--- config.mk ---
export PLATFORM = sky130hd
export DESIGN_NAME = period_to_rate_meter_flat
export DESIGN_NICKNAME = d
export VERILOG_FILES = /design/src/design/prm_pkg.sv /design/src/design/prm_req_if.sv /design/src/design/prm_rsp_if.sv /design/src/design/prm_csr_if.sv /design/src/design/prm_front.sv /design/src/design/prm_queue.sv /design/src/design/prm_back.sv /design/src/design/period_to_rate_meter.sv /design/src/flat_wrapper.sv
export SDC_FILE = /design/constraint.sdc
export NUM_CORES = 1
export LEC_CHECK = 0
export BUFFER_PORTS_ARGS = -buffer_cell sky130_fd_sc_hd__buf_4
export CAP_MARGIN = 10
export CELL_PAD_IN_SITES_DETAIL_PLACEMENT = 0
export CELL_PAD_IN_SITES_GLOBAL_PLACEMENT = 1
export CORE_MARGIN = 10
export CORE_UTILIZATION = 49
export CTS_CLUSTER_DIAMETER = 60
export CTS_CLUSTER_SIZE = 30
export DETAILED_ROUTE_END_ITERATION = 10
export GPL_ROUTABILITY_DRIVEN = 0
export PLACE_DENSITY_LB_ADDON = 0.1
export SLEW_MARGIN = 20
export SYNTH_ARGS = -nofsm -noshare
export SYNTH_HDL_FRONTEND = slang
export SYNTH_SLANG_ARGS = --single-unit
--- constraint.sdc ---
create_clock -name clock -period 5.9 [get_ports clock]
set_input_delay 0.295 -clock clock [delete_from_list [all_inputs] [get_ports clock]]
set_output_delay 0.295 -clock clock [all_outputs]
set_load 0.02 [all_outputs]
--- src/design/prm_pkg.sv ---
`default_nettype none
// ----------------------------------------------------------------------------
// prm_pkg
// Shared widths and constants for the period-to-rate meter.
// ----------------------------------------------------------------------------
package prm_pkg;

   localparam int NUM_WIDTH  = 36;
   localparam int DIV_WIDTH  = NUM_WIDTH + 1;
   localparam int STEP_WIDTH = $clog2(DIV_WIDTH);
   localparam int OUT_WIDTH  = 24;

   localparam logic [OUT_WIDTH-1:0] OUT_MAX   = {OUT_WIDTH{1'b1}};
   localparam logic [NUM_WIDTH-1:0] NUM_RESET = 36'd36000000000;

endpackage : prm_pkg
`default_nettype wire

--- src/design/prm_req_if.sv ---
`default_nettype none
// ----------------------------------------------------------------------------
// prm_req_if
// Pin sample channel: one sampled level per transfer.
// ----------------------------------------------------------------------------
interface prm_req_if;

   logic valid;
   logic ready;
   logic pin_level;

   modport source (output valid, output pin_level, input ready);
   modport sink   (input valid, input pin_level, output ready);

endinterface : prm_req_if
`default_nettype wire

--- src/design/prm_rsp_if.sv ---
`default_nettype none
// ----------------------------------------------------------------------------
// prm_rsp_if
// Measurement result channel: rate, period and overflow flag.
// ----------------------------------------------------------------------------
interface prm_rsp_if;
   import prm_pkg::*;

   logic                 valid;
   logic                 ready;
   logic [OUT_WIDTH-1:0] rate_centi;
   logic [OUT_WIDTH-1:0] period_ticks;
   logic                 overflowed;

   modport source (output valid, output rate_centi, output period_ticks,
                   output overflowed, input ready);
   modport sink   (input valid, input rate_centi, input period_ticks,
                   input overflowed, output ready);

endinterface : prm_rsp_if
`default_nettype wire

--- src/design/prm_csr_if.sv ---
`default_nettype none
// ----------------------------------------------------------------------------
// prm_csr_if
// Register write channel carrying the rate numerator.
// ----------------------------------------------------------------------------
interface prm_csr_if;
   import prm_pkg::*;

   logic                 valid;
   logic                 ready;
   logic [NUM_WIDTH-1:0] rate_numerator;

   modport source (output valid, output rate_numerator, input ready);
   modport sink   (input valid, input rate_numerator, output ready);

endinterface : prm_csr_if
`default_nettype wire

--- src/design/prm_front.sv ---
`default_nettype none
// ----------------------------------------------------------------------------
// prm_front
// Edge tracker and period counter. Takes one pin sample per transfer and
// pushes {saturated, count} into the queue on the closing rising edge.
// ----------------------------------------------------------------------------
module prm_front #(
   parameter int COUNT_WIDTH = 24
) (
   input  wire logic                 clock,
   input  wire logic                 reset,
   prm_req_if.sink                   req_chan,
   input  wire logic                 q_full,
   output logic                      push,
   output logic [COUNT_WIDTH:0]      push_data
);
   import prm_pkg::*;

   typedef enum logic [1:0] {
      WAIT_LOW,
      WAIT_HIGH,
      COUNT_HIGH,
      COUNT_LOW
   } phase_type;

   localparam logic [COUNT_WIDTH-1:0] CNT_MAX = {COUNT_WIDTH{1'b1}};

   phase_type              phase_ff, phase_in;
   logic [COUNT_WIDTH-1:0] cnt_ff, cnt_in, cnt_tick;
   logic                   sat_ff, sat_in, sat_tick;
   logic                   accept;

   assign req_chan.ready = !q_full;
   assign accept         = req_chan.valid && !q_full;

   always_comb begin
      if (cnt_ff == CNT_MAX) begin
         cnt_tick = cnt_ff;
         sat_tick = 1'b1;
      end else begin
         cnt_tick = cnt_ff + COUNT_WIDTH'(1);
         sat_tick = sat_ff;
      end
   end

   always_comb begin
      phase_in = phase_ff;
      cnt_in   = cnt_ff;
      sat_in   = sat_ff;
      push     = 1'b0;
      if (accept) begin
         case (phase_ff)
            WAIT_LOW: begin
               if (!req_chan.pin_level) phase_in = WAIT_HIGH;
            end
            WAIT_HIGH: begin
               if (req_chan.pin_level) begin
                  cnt_in   = '0;
                  sat_in   = 1'b0;
                  phase_in = COUNT_HIGH;
               end
            end
            COUNT_HIGH: begin
               cnt_in = cnt_tick;
               sat_in = sat_tick;
               if (!req_chan.pin_level) phase_in = COUNT_LOW;
            end
            COUNT_LOW: begin
               cnt_in = cnt_tick;
               sat_in = sat_tick;
               if (req_chan.pin_level) begin
                  push     = 1'b1;
                  phase_in = WAIT_LOW;
               end
            end
            default: phase_in = WAIT_LOW;
         endcase
      end
   end

   assign push_data = {sat_tick, cnt_tick};

   always_ff @(posedge clock) begin
      if (reset) begin
         phase_ff <= WAIT_LOW;
         cnt_ff   <= '0;
         sat_ff   <= 1'b0;
      end else begin
         phase_ff <= phase_in;
         cnt_ff   <= cnt_in;
         sat_ff   <= sat_in;
      end
   end

endmodule : prm_front
`default_nettype wire

--- src/design/prm_queue.sv ---
`default_nettype none
// ----------------------------------------------------------------------------
// prm_queue
// Small FIFO between the counter and the divider, head shown ahead.
// ----------------------------------------------------------------------------
module prm_queue #(
   parameter int WIDTH = 25,
   parameter int DEPTH = 2
) (
   input  wire logic             clock,
   input  wire logic             reset,
   input  wire logic             push,
   input  wire logic [WIDTH-1:0] push_data,
   input  wire logic             pop,
   output logic [WIDTH-1:0]      head_data,
   output logic                  full,
   output logic                  empty
);
   import prm_pkg::*;

   localparam int PTR_WIDTH = (DEPTH > 1) ? $clog2(DEPTH) : 1;
   localparam int CNT_WIDTH = $clog2(DEPTH + 1);
   localparam logic [PTR_WIDTH-1:0] PTR_LAST = PTR_WIDTH'(DEPTH - 1);

   logic [WIDTH-1:0]     mem_ff [DEPTH];
   logic [PTR_WIDTH-1:0] wr_ptr_ff, rd_ptr_ff;
   logic [CNT_WIDTH-1:0] count_ff;
   logic                 do_push, do_pop;

   assign full      = (count_ff == CNT_WIDTH'(DEPTH));
   assign empty     = (count_ff == '0);
   assign do_push   = push && !full;
   assign do_pop    = pop && !empty;
   assign head_data = mem_ff[rd_ptr_ff];

   always_ff @(posedge clock) begin
      if (do_push) mem_ff[wr_ptr_ff] <= push_data;
   end

   always_ff @(posedge clock) begin
      if (reset) begin
         wr_ptr_ff <= '0;
         rd_ptr_ff <= '0;
         count_ff  <= '0;
      end else begin
         if (do_push) wr_ptr_ff <= (wr_ptr_ff == PTR_LAST) ? '0 : wr_ptr_ff + PTR_WIDTH'(1);
         if (do_pop)  rd_ptr_ff <= (rd_ptr_ff == PTR_LAST) ? '0 : rd_ptr_ff + PTR_WIDTH'(1);
         case ({do_push, do_pop})
            2'b10:   count_ff <= count_ff + CNT_WIDTH'(1);
            2'b01:   count_ff <= count_ff - CNT_WIDTH'(1);
            default: count_ff <= count_ff;
         endcase
      end
   end

endmodule : prm_queue
`default_nettype wire

--- src/design/prm_back.sv ---
`default_nettype none
// ----------------------------------------------------------------------------
// prm_back
// Numerator register, bit-serial restoring divider and result register.
// Rate is (numerator + count/2) / count, one quotient bit per cycle.
// ----------------------------------------------------------------------------
module prm_back #(
   parameter int COUNT_WIDTH = 24
) (
   input  wire logic                 clock,
   input  wire logic                 reset,
   prm_csr_if.sink                   csr_chan,
   prm_rsp_if.source                 rsp_chan,
   input  wire logic                 q_empty,
   input  wire logic [COUNT_WIDTH:0] q_data,
   output logic                      pop
);
   import prm_pkg::*;

   typedef enum logic [1:0] {
      IDLE,
      RUN,
      HOLD
   } state_type;

   localparam int PER_WIDTH = (COUNT_WIDTH > OUT_WIDTH) ? COUNT_WIDTH : OUT_WIDTH;

   state_type               state_ff;
   logic [NUM_WIDTH-1:0]    num_ff;
   logic [DIV_WIDTH-1:0]    dvd_ff, dvd_in;
   logic [COUNT_WIDTH-1:0]  rem_ff, rem_in;
   logic [COUNT_WIDTH-1:0]  div_ff, div_in;
   logic                    sat_ff, sat_in;
   logic [STEP_WIDTH-1:0]   step_ff, step_in;
   logic                    rsp_valid_ff;
   logic [OUT_WIDTH-1:0]    rate_ff, per_ff;
   logic                    ovf_ff;

   logic [COUNT_WIDTH:0]    shifted, diff;
   logic                    ge;
   logic                    last_step;
   logic                    out_free;
   logic                    load_out;
   logic                    rate_sat, per_sat;
   logic [PER_WIDTH-1:0]    per_ext;
   logic [OUT_WIDTH-1:0]    rate_res, per_res;

   assign csr_chan.ready = 1'b1;

   always_ff @(posedge clock) begin
      if (reset) num_ff <= NUM_RESET;
      else if (csr_chan.valid) num_ff <= csr_chan.rate_numerator;
   end

   assign pop       = (state_ff == IDLE) && !q_empty;
   assign shifted   = {rem_ff, dvd_ff[DIV_WIDTH-1]};
   assign ge        = shifted >= {1'b0, div_ff};
   assign diff      = shifted - {1'b0, div_ff};
   assign last_step = (step_ff == STEP_WIDTH'(DIV_WIDTH - 1));
   assign out_free  = !rsp_valid_ff || rsp_chan.ready;
   assign load_out  = (state_ff == HOLD) && out_free;

   always_comb begin
      dvd_in  = dvd_ff;
      rem_in  = rem_ff;
      div_in  = div_ff;
      sat_in  = sat_ff;
      step_in = step_ff;
      if (pop) begin
         dvd_in  = DIV_WIDTH'(num_ff) + DIV_WIDTH'(q_data[COUNT_WIDTH-1:1]);
         rem_in  = '0;
         div_in  = q_data[COUNT_WIDTH-1:0];
         sat_in  = q_data[COUNT_WIDTH];
         step_in = '0;
      end else if (state_ff == RUN) begin
         dvd_in  = {dvd_ff[DIV_WIDTH-2:0], ge};
         rem_in  = ge ? diff[COUNT_WIDTH-1:0] : shifted[COUNT_WIDTH-1:0];
         step_in = step_ff + STEP_WIDTH'(1);
      end
   end

   always_ff @(posedge clock) begin
      dvd_ff  <= dvd_in;
      rem_ff  <= rem_in;
      div_ff  <= div_in;
      sat_ff  <= sat_in;
      step_ff <= step_in;
   end

   // quotient sits in dvd_ff once the last step is done
   assign rate_sat = dvd_ff > DIV_WIDTH'(OUT_MAX);
   assign rate_res = rate_sat ? OUT_MAX : dvd_ff[OUT_WIDTH-1:0];
   assign per_ext  = PER_WIDTH'(div_ff);
   assign per_sat  = per_ext > PER_WIDTH'(OUT_MAX);
   assign per_res  = per_sat ? OUT_MAX : per_ext[OUT_WIDTH-1:0];

   always_ff @(posedge clock) begin
      if (reset) begin
         state_ff     <= IDLE;
         rsp_valid_ff <= 1'b0;
      end else begin
         rsp_valid_ff <= load_out || (rsp_valid_ff && !rsp_chan.ready);
         case (state_ff)
            IDLE: begin
               if (pop) state_ff <= RUN;
            end
            RUN: begin
               if (last_step) state_ff <= HOLD;
            end
            HOLD: begin
               if (out_free) begin
                  rate_ff  <= rate_res;
                  per_ff   <= per_res;
                  ovf_ff   <= sat_ff || rate_sat || per_sat;
                  state_ff <= IDLE;
               end
            end
            default: state_ff <= IDLE;
         endcase
      end
   end

   assign rsp_chan.valid        = rsp_valid_ff;
   assign rsp_chan.rate_centi   = rate_ff;
   assign rsp_chan.period_ticks = per_ff;
   assign rsp_chan.overflowed   = ovf_ff;

endmodule : prm_back
`default_nettype wire

--- src/design/period_to_rate_meter.sv ---
`default_nettype none
// ----------------------------------------------------------------------------
// period_to_rate_meter
// Reciprocal period meter: counts ticks between two rising pin edges and
// reports the count and numerator / count in hundredths per minute.
//
//   channel    dir  payload                                   fires on
//   req_chan   in   pin_level                                 every tick
//   rsp_chan   out  rate_centi, period_ticks, overflowed      closing edge
//   csr_chan   in   rate_numerator                            register write
//
// Pin samples: one per cycle while the result queue has room.
// Each report occupies the serial divider for load, a step per quotient bit and
// hand-off; QUEUE_DEPTH reports can wait for it, then req_chan.ready drops.
// rsp_chan stalls hold the result; the divider runs on, then waits in HOLD.
// Synchronous reset restores the numerator and waits for a low level.
// ----------------------------------------------------------------------------
module period_to_rate_meter #(
   parameter int COUNT_WIDTH = 24,
   parameter int QUEUE_DEPTH = 2
) (
   input  wire logic clock,
   input  wire logic reset,
   prm_req_if.sink   req_chan,
   prm_rsp_if.source rsp_chan,
   prm_csr_if.sink   csr_chan
);
   import prm_pkg::*;

   logic                 push, pop, q_full, q_empty;
   logic [COUNT_WIDTH:0] push_data, head_data;

   prm_front #(
      .COUNT_WIDTH (COUNT_WIDTH)
   ) u_front (
      .clock     (clock),
      .reset     (reset),
      .req_chan  (req_chan),
      .q_full    (q_full),
      .push      (push),
      .push_data (push_data)
   );

   prm_queue #(
      .WIDTH (COUNT_WIDTH + 1),
      .DEPTH (QUEUE_DEPTH)
   ) u_queue (
      .clock     (clock),
      .reset     (reset),
      .push      (push),
      .push_data (push_data),
      .pop       (pop),
      .head_data (head_data),
      .full      (q_full),
      .empty     (q_empty)
   );

   prm_back #(
      .COUNT_WIDTH (COUNT_WIDTH)
   ) u_back (
      .clock    (clock),
      .reset    (reset),
      .csr_chan (csr_chan),
      .rsp_chan (rsp_chan),
      .q_empty  (q_empty),
      .q_data   (head_data),
      .pop      (pop)
   );

endmodule : period_to_rate_meter
`default_nettype wire

--- src/flat_wrapper.sv ---
// flat-port wrapper written by rule: the top's interface ports become plain ports
module period_to_rate_meter_flat import prm_pkg::*;
#(
   parameter int COUNT_WIDTH = 24,
   parameter int QUEUE_DEPTH = 2
)
  (clock, reset, req_chan_valid, req_chan_pin_level, req_chan_ready, rsp_chan_valid, rsp_chan_rate_centi, rsp_chan_period_ticks, rsp_chan_overflowed, rsp_chan_ready, csr_chan_valid, csr_chan_rate_numerator, csr_chan_ready);
  prm_req_if req_chan_i ();
  prm_rsp_if rsp_chan_i ();
  prm_csr_if csr_chan_i ();
  input  wire logic clock;
  input  wire logic reset;
  input wire logic [$bits(req_chan_i.valid)-1:0] req_chan_valid;
  input wire logic [$bits(req_chan_i.pin_level)-1:0] req_chan_pin_level;
  output wire logic [$bits(req_chan_i.ready)-1:0] req_chan_ready;
  output wire logic [$bits(rsp_chan_i.valid)-1:0] rsp_chan_valid;
  output wire logic [$bits(rsp_chan_i.rate_centi)-1:0] rsp_chan_rate_centi;
  output wire logic [$bits(rsp_chan_i.period_ticks)-1:0] rsp_chan_period_ticks;
  output wire logic [$bits(rsp_chan_i.overflowed)-1:0] rsp_chan_overflowed;
  input wire logic [$bits(rsp_chan_i.ready)-1:0] rsp_chan_ready;
  input wire logic [$bits(csr_chan_i.valid)-1:0] csr_chan_valid;
  input wire logic [$bits(csr_chan_i.rate_numerator)-1:0] csr_chan_rate_numerator;
  output wire logic [$bits(csr_chan_i.ready)-1:0] csr_chan_ready;
  assign req_chan_i.valid = req_chan_valid;
  assign req_chan_i.pin_level = req_chan_pin_level;
  assign req_chan_ready = req_chan_i.ready;
  assign rsp_chan_valid = rsp_chan_i.valid;
  assign rsp_chan_rate_centi = rsp_chan_i.rate_centi;
  assign rsp_chan_period_ticks = rsp_chan_i.period_ticks;
  assign rsp_chan_overflowed = rsp_chan_i.overflowed;
  assign rsp_chan_i.ready = rsp_chan_ready;
  assign csr_chan_i.valid = csr_chan_valid;
  assign csr_chan_i.rate_numerator = csr_chan_rate_numerator;
  assign csr_chan_ready = csr_chan_i.ready;
  period_to_rate_meter #(.COUNT_WIDTH(COUNT_WIDTH), .QUEUE_DEPTH(QUEUE_DEPTH)) u_core (.clock(clock), .reset(reset), .req_chan(req_chan_i), .rsp_chan(rsp_chan_i), .csr_chan(csr_chan_i));
endmodule
==> flow_metrics.py <==
metrics = {
    "power_and_ir_drop": {
        "report.power.total_w": 0.00504,
        "ir_worst_vdd_v": 0.000201,
        "p_per_area_nw_per_um2": 333,
        "leakagePower_nw": 5.78,
    },
    "floorplan": {
        "ios": 94,
        "die_h_um": 184,
        "start_util_pct": 50.0,
        "die_width_um": 184,
        "rows": 59,
        "coreArea_um2": 26200,
        "fp.dieArea_um2": 33700,
    },
    "placement": {
        "placed_area_um2": 14000,
        "dp_hpwl_um": 21500,
        "portBuffers": 92,
    },
    "hold_path": {
        "hp-start": "csr_chan_rate_numerator[20]",
        "hold-path-cell-count": 3,
        "hold_path.class": "input pin to register",
    },
    "sta": {
        "tightest_slew_ps": 874,
        "fmax_mhz": 244,
        "rsz0062_at_grt": "false",
        "fin_crit_ps": 4100,
        "slew_headroom_pct": 41.6,
        "period_share_pct": 69.5,
        "hold_viol_final": 0,
        "clock_skew_ps": 35.6,
        "fin_tns_setup_ps": 0,
        "slew_viol_final": 0,
        "finalSetupViolations": 0,
    },
    "finish": {
        "num-fill-cells": 2281,
        "num_antenna_cells": 0,
        "syn_to_final_growth_pct": 15.3,
        "final_nets": 1395,
        "drive_gt1_share_pct": 18.2,
        "finish.utilization_pct": 57.7,
        "finalInstanceArea_um2": 15100,
    },
    "detailed_routing": {
        "vias_per_cell": 5.46,
        "wirelength_um": 29900,
        "ant_nets": 0,
        "vias": 8995,
        "drt_iter0_drc": 567,
        "drc": 0,
        "routedWlPerCell_um": 18.1,
        "dr.pass1.iters": 5,
    },
    "synth": {
        "syn-num-nets": 1308,
        "yosysWarnings": 0,
        "synth-seq-cells": 262,
        "synth_largest_area_cell": "edfxtp_1",
        "syn_inst": 1208,
        "async_flop_share_pct": 0,
        "yosysSeqAreaShare_pct": 52.3,
        "synth_edf_count": 161,
        "syn_area_per_cell_um2": 10.8,
        "yosysTopAreaCellShare_pct": 36.9,
        "synth_cell_types": 89,
        "syn-cell-area_um2": 13100,
        "synth.area.top_cells": "edfxtp_1 (37%), dfxtp_1 (15%), ha_1 (5.3%)",
        "ys.flop_type": "edfxtp_1",
    },
    "clock_tree": {
        "htreeDepth": 1,
        "cts_tree": "built",
        "clkSlewWorstSetupHoldPaths_ps": 80,
        "clkLatencyLatePin_ps": 540,
        "cts_buffers": 22,
        "post_cts_buffers": 0,
        "clkSinkCount": 262,
        "cts_root_buffer": "clkbuf_16",
        "clock_path_buffers": 3,
    },
    "global_route": {
        "antenna_found_initial": 0,
        "grt-ovfl-total": 0,
        "grt_pass1_wl_um": 47900,
        "grt_max_degree": 69,
        "grt_usage_pct": 17.5,
        "grt_pass1_vias": 8724,
    },
    "run_status": {
        "outcome": "finished, final reports clean",
    },
    "setup_path": {
        "crit_type": "register to register",
        "worstSetupEndpointType": "register",
        "critPathArrivalTime_ps": 4360,
        "start_kind": "register",
        "cp_max_fo": 13,
        "ff2ff_setup_slack_ps": 1800,
        "worstRegToRegCells": 12,
        "required_ps": 6160,
    },
    "flow_run": {
        "cap_violations": 0,
    },
}
critical path, stage by stage, from the launching register on:
cell      delay, ps
dfxtp_1         670
buf_4           320
mux2_2          370
ha_1            210
fa_1            430
a211oi_1        360
o21ai_1         170
a211oi_2        360
nor3_2          140
o31ai_4         450
nor3_1          100
xnor2_1         140
o21ai_0          80
flip-flops by register name (all words and copies together) (netlist names), 2 cells and up, named ones only:
register and flops:
u_core.u_back.rem_ff 24, u_core.u_back.rsp_chan.rate_centi 24, u_core.u_front.cnt_ff 24, u_core.u_queue.count_ff 2, u_core.u_back.state_ff 2, u_core.u_back.div_ff 24, u_core.u_back.dvd_ff 37, u_core.u_back.rsp_chan.period_ticks 24
u_core.u_back.step_ff 6, u_core.u_queue.mem_ff 50, u_core.u_front.phase_ff 2, u_core.u_back.num_ff 36
layout by cell type (no fill, tap or decap), types with 6 or more instances in the layout:
| cell type | count |
|---|---|
| a211o_1 | 11 |
| a21o_1 | 19 |
| o31ai_1 | 6 |
| nor2b_1 | 13 |
| buf_4 | 102 |
| xnor2_1 | 55 |
| or2_2 | 31 |
| xor2_1 | 25 |
| and3_1 | 8 |
| dfxtp_1 | 101 |
| o21a_1 | 9 |
| dlygate4sd3_1 | 33 |
| ha_1 | 56 |
| clkbuf_16 | 22 |
| mux2i_1 | 44 |
| a22oi_1 | 9 |
| nand2_1 | 100 |
| inv_1 | 48 |
| nor2_1 | 97 |
| a211oi_1 | 8 |
| nand2b_1 | 7 |
| a21oi_1 | 45 |
| a31oi_1 | 9 |
| mux2_2 | 28 |
| a32oi_1 | 9 |
| edfxtp_1 | 161 |
| o211ai_1 | 6 |
| o21ai_0 | 81 |
| a311oi_1 | 6 |
| nand3_1 | 22 |
| nand4_1 | 13 |
| nor3_1 | 13 |
what timing repair did:
action / in CTS / in global routing
hold endpoints to repair: 33 / 0
hold buffers: 33 / 0
resized for setup: 0 / 0
worst paths after layout:
kind | endpoint
max | u_core.u_back.dvd_ff[30]
min | u_core.u_back.num_ff[20]
max reg2reg | u_core.u_back.dvd_ff[30]
min reg2reg | u_core.u_back.rsp_chan.period_ticks[9]
logic make-up (layout without fill, tap and decap cells):
logic type / Yosys count / in the layout / synth area share [%]
simple gates: 345 / 345 / 13.2
compound gates: 268 / 268 / 13.8
flops: 262 / 262 / 52.3
buf+inv: 121 / 224 / 3.77
xor+xnor: 81 / 81 / 5.47
mux: 72 / 72 / 5.77
fa+ha+maj: 58 / 58 / 5.65
other cells: 1 / 1 / 0.0286
where the power goes:
group / internal (W) / total [W] / switching, W / leakage (nW)
clock network: 0.000787 / 0.00156 / 0.000769 / 0.374
logic: 0.000420 / 0.00106 / 0.000643 / 3.29
registers: 0.00226 / 0.00242 / 0.000159 / 2.12
per-layer routing:
metal	vias up	wire (um)	global-route usage [%]
li1	4523	-	-
met1	4262	14400	24.3
met4	0	517	4.26
met2	171	13700	28.2
met3	39	1250	2.45
met5	-	0	0
through the flow:
stage,instances,setup WS (ps),hold slack (ps)
3_5_place_dp,1573,1800,438
5_1_grt,1646,1530,27.8
4_1_cts,1646,1770,1.40
6_report,1646,1800,26.7
3_3_place_gp,1573,1840,438
2_1_floorplan,1208,1030,417
synthesized netlist by cell type (all sizes together) (3+ instances only):
cell type  instances
edfxtp           161
nor2             104
dfxtp            101
nand2            100
o21ai             88
ha                56
xnor2             55
clkbuf            54
inv               48
a21oi             46
mux2i             44
or2               31
mux2              28
nand3             26
xor2              26
a21o              21
buf               18
nor3              15
nand4             14
nor2b             13
a211o             11
a211oi            11
and3              11
a22oi             10
a31oi             10
a32oi              9
o21a               9
nand2b             7
o211ai             7
o31ai              7
a311oi             6
nor4               6
or3                6
a22o               5
o22ai              4
nor3b              3
o2111ai            3
o31a               3
area by class of cell:
type                    count  area, um^2  share of cell area [%]
clock buffers              23         554                    3.67
clock inverters            17         229                    1.52
inverters                  49         184                    1.22
multi-input cells         825        5770                    38.2
flip-flops and latches    262        6860                    45.4
well taps                 335         419                    2.77
repair buffers            135        1100                    7.25
Note: power is estimated with default switching activity, not from simulation.
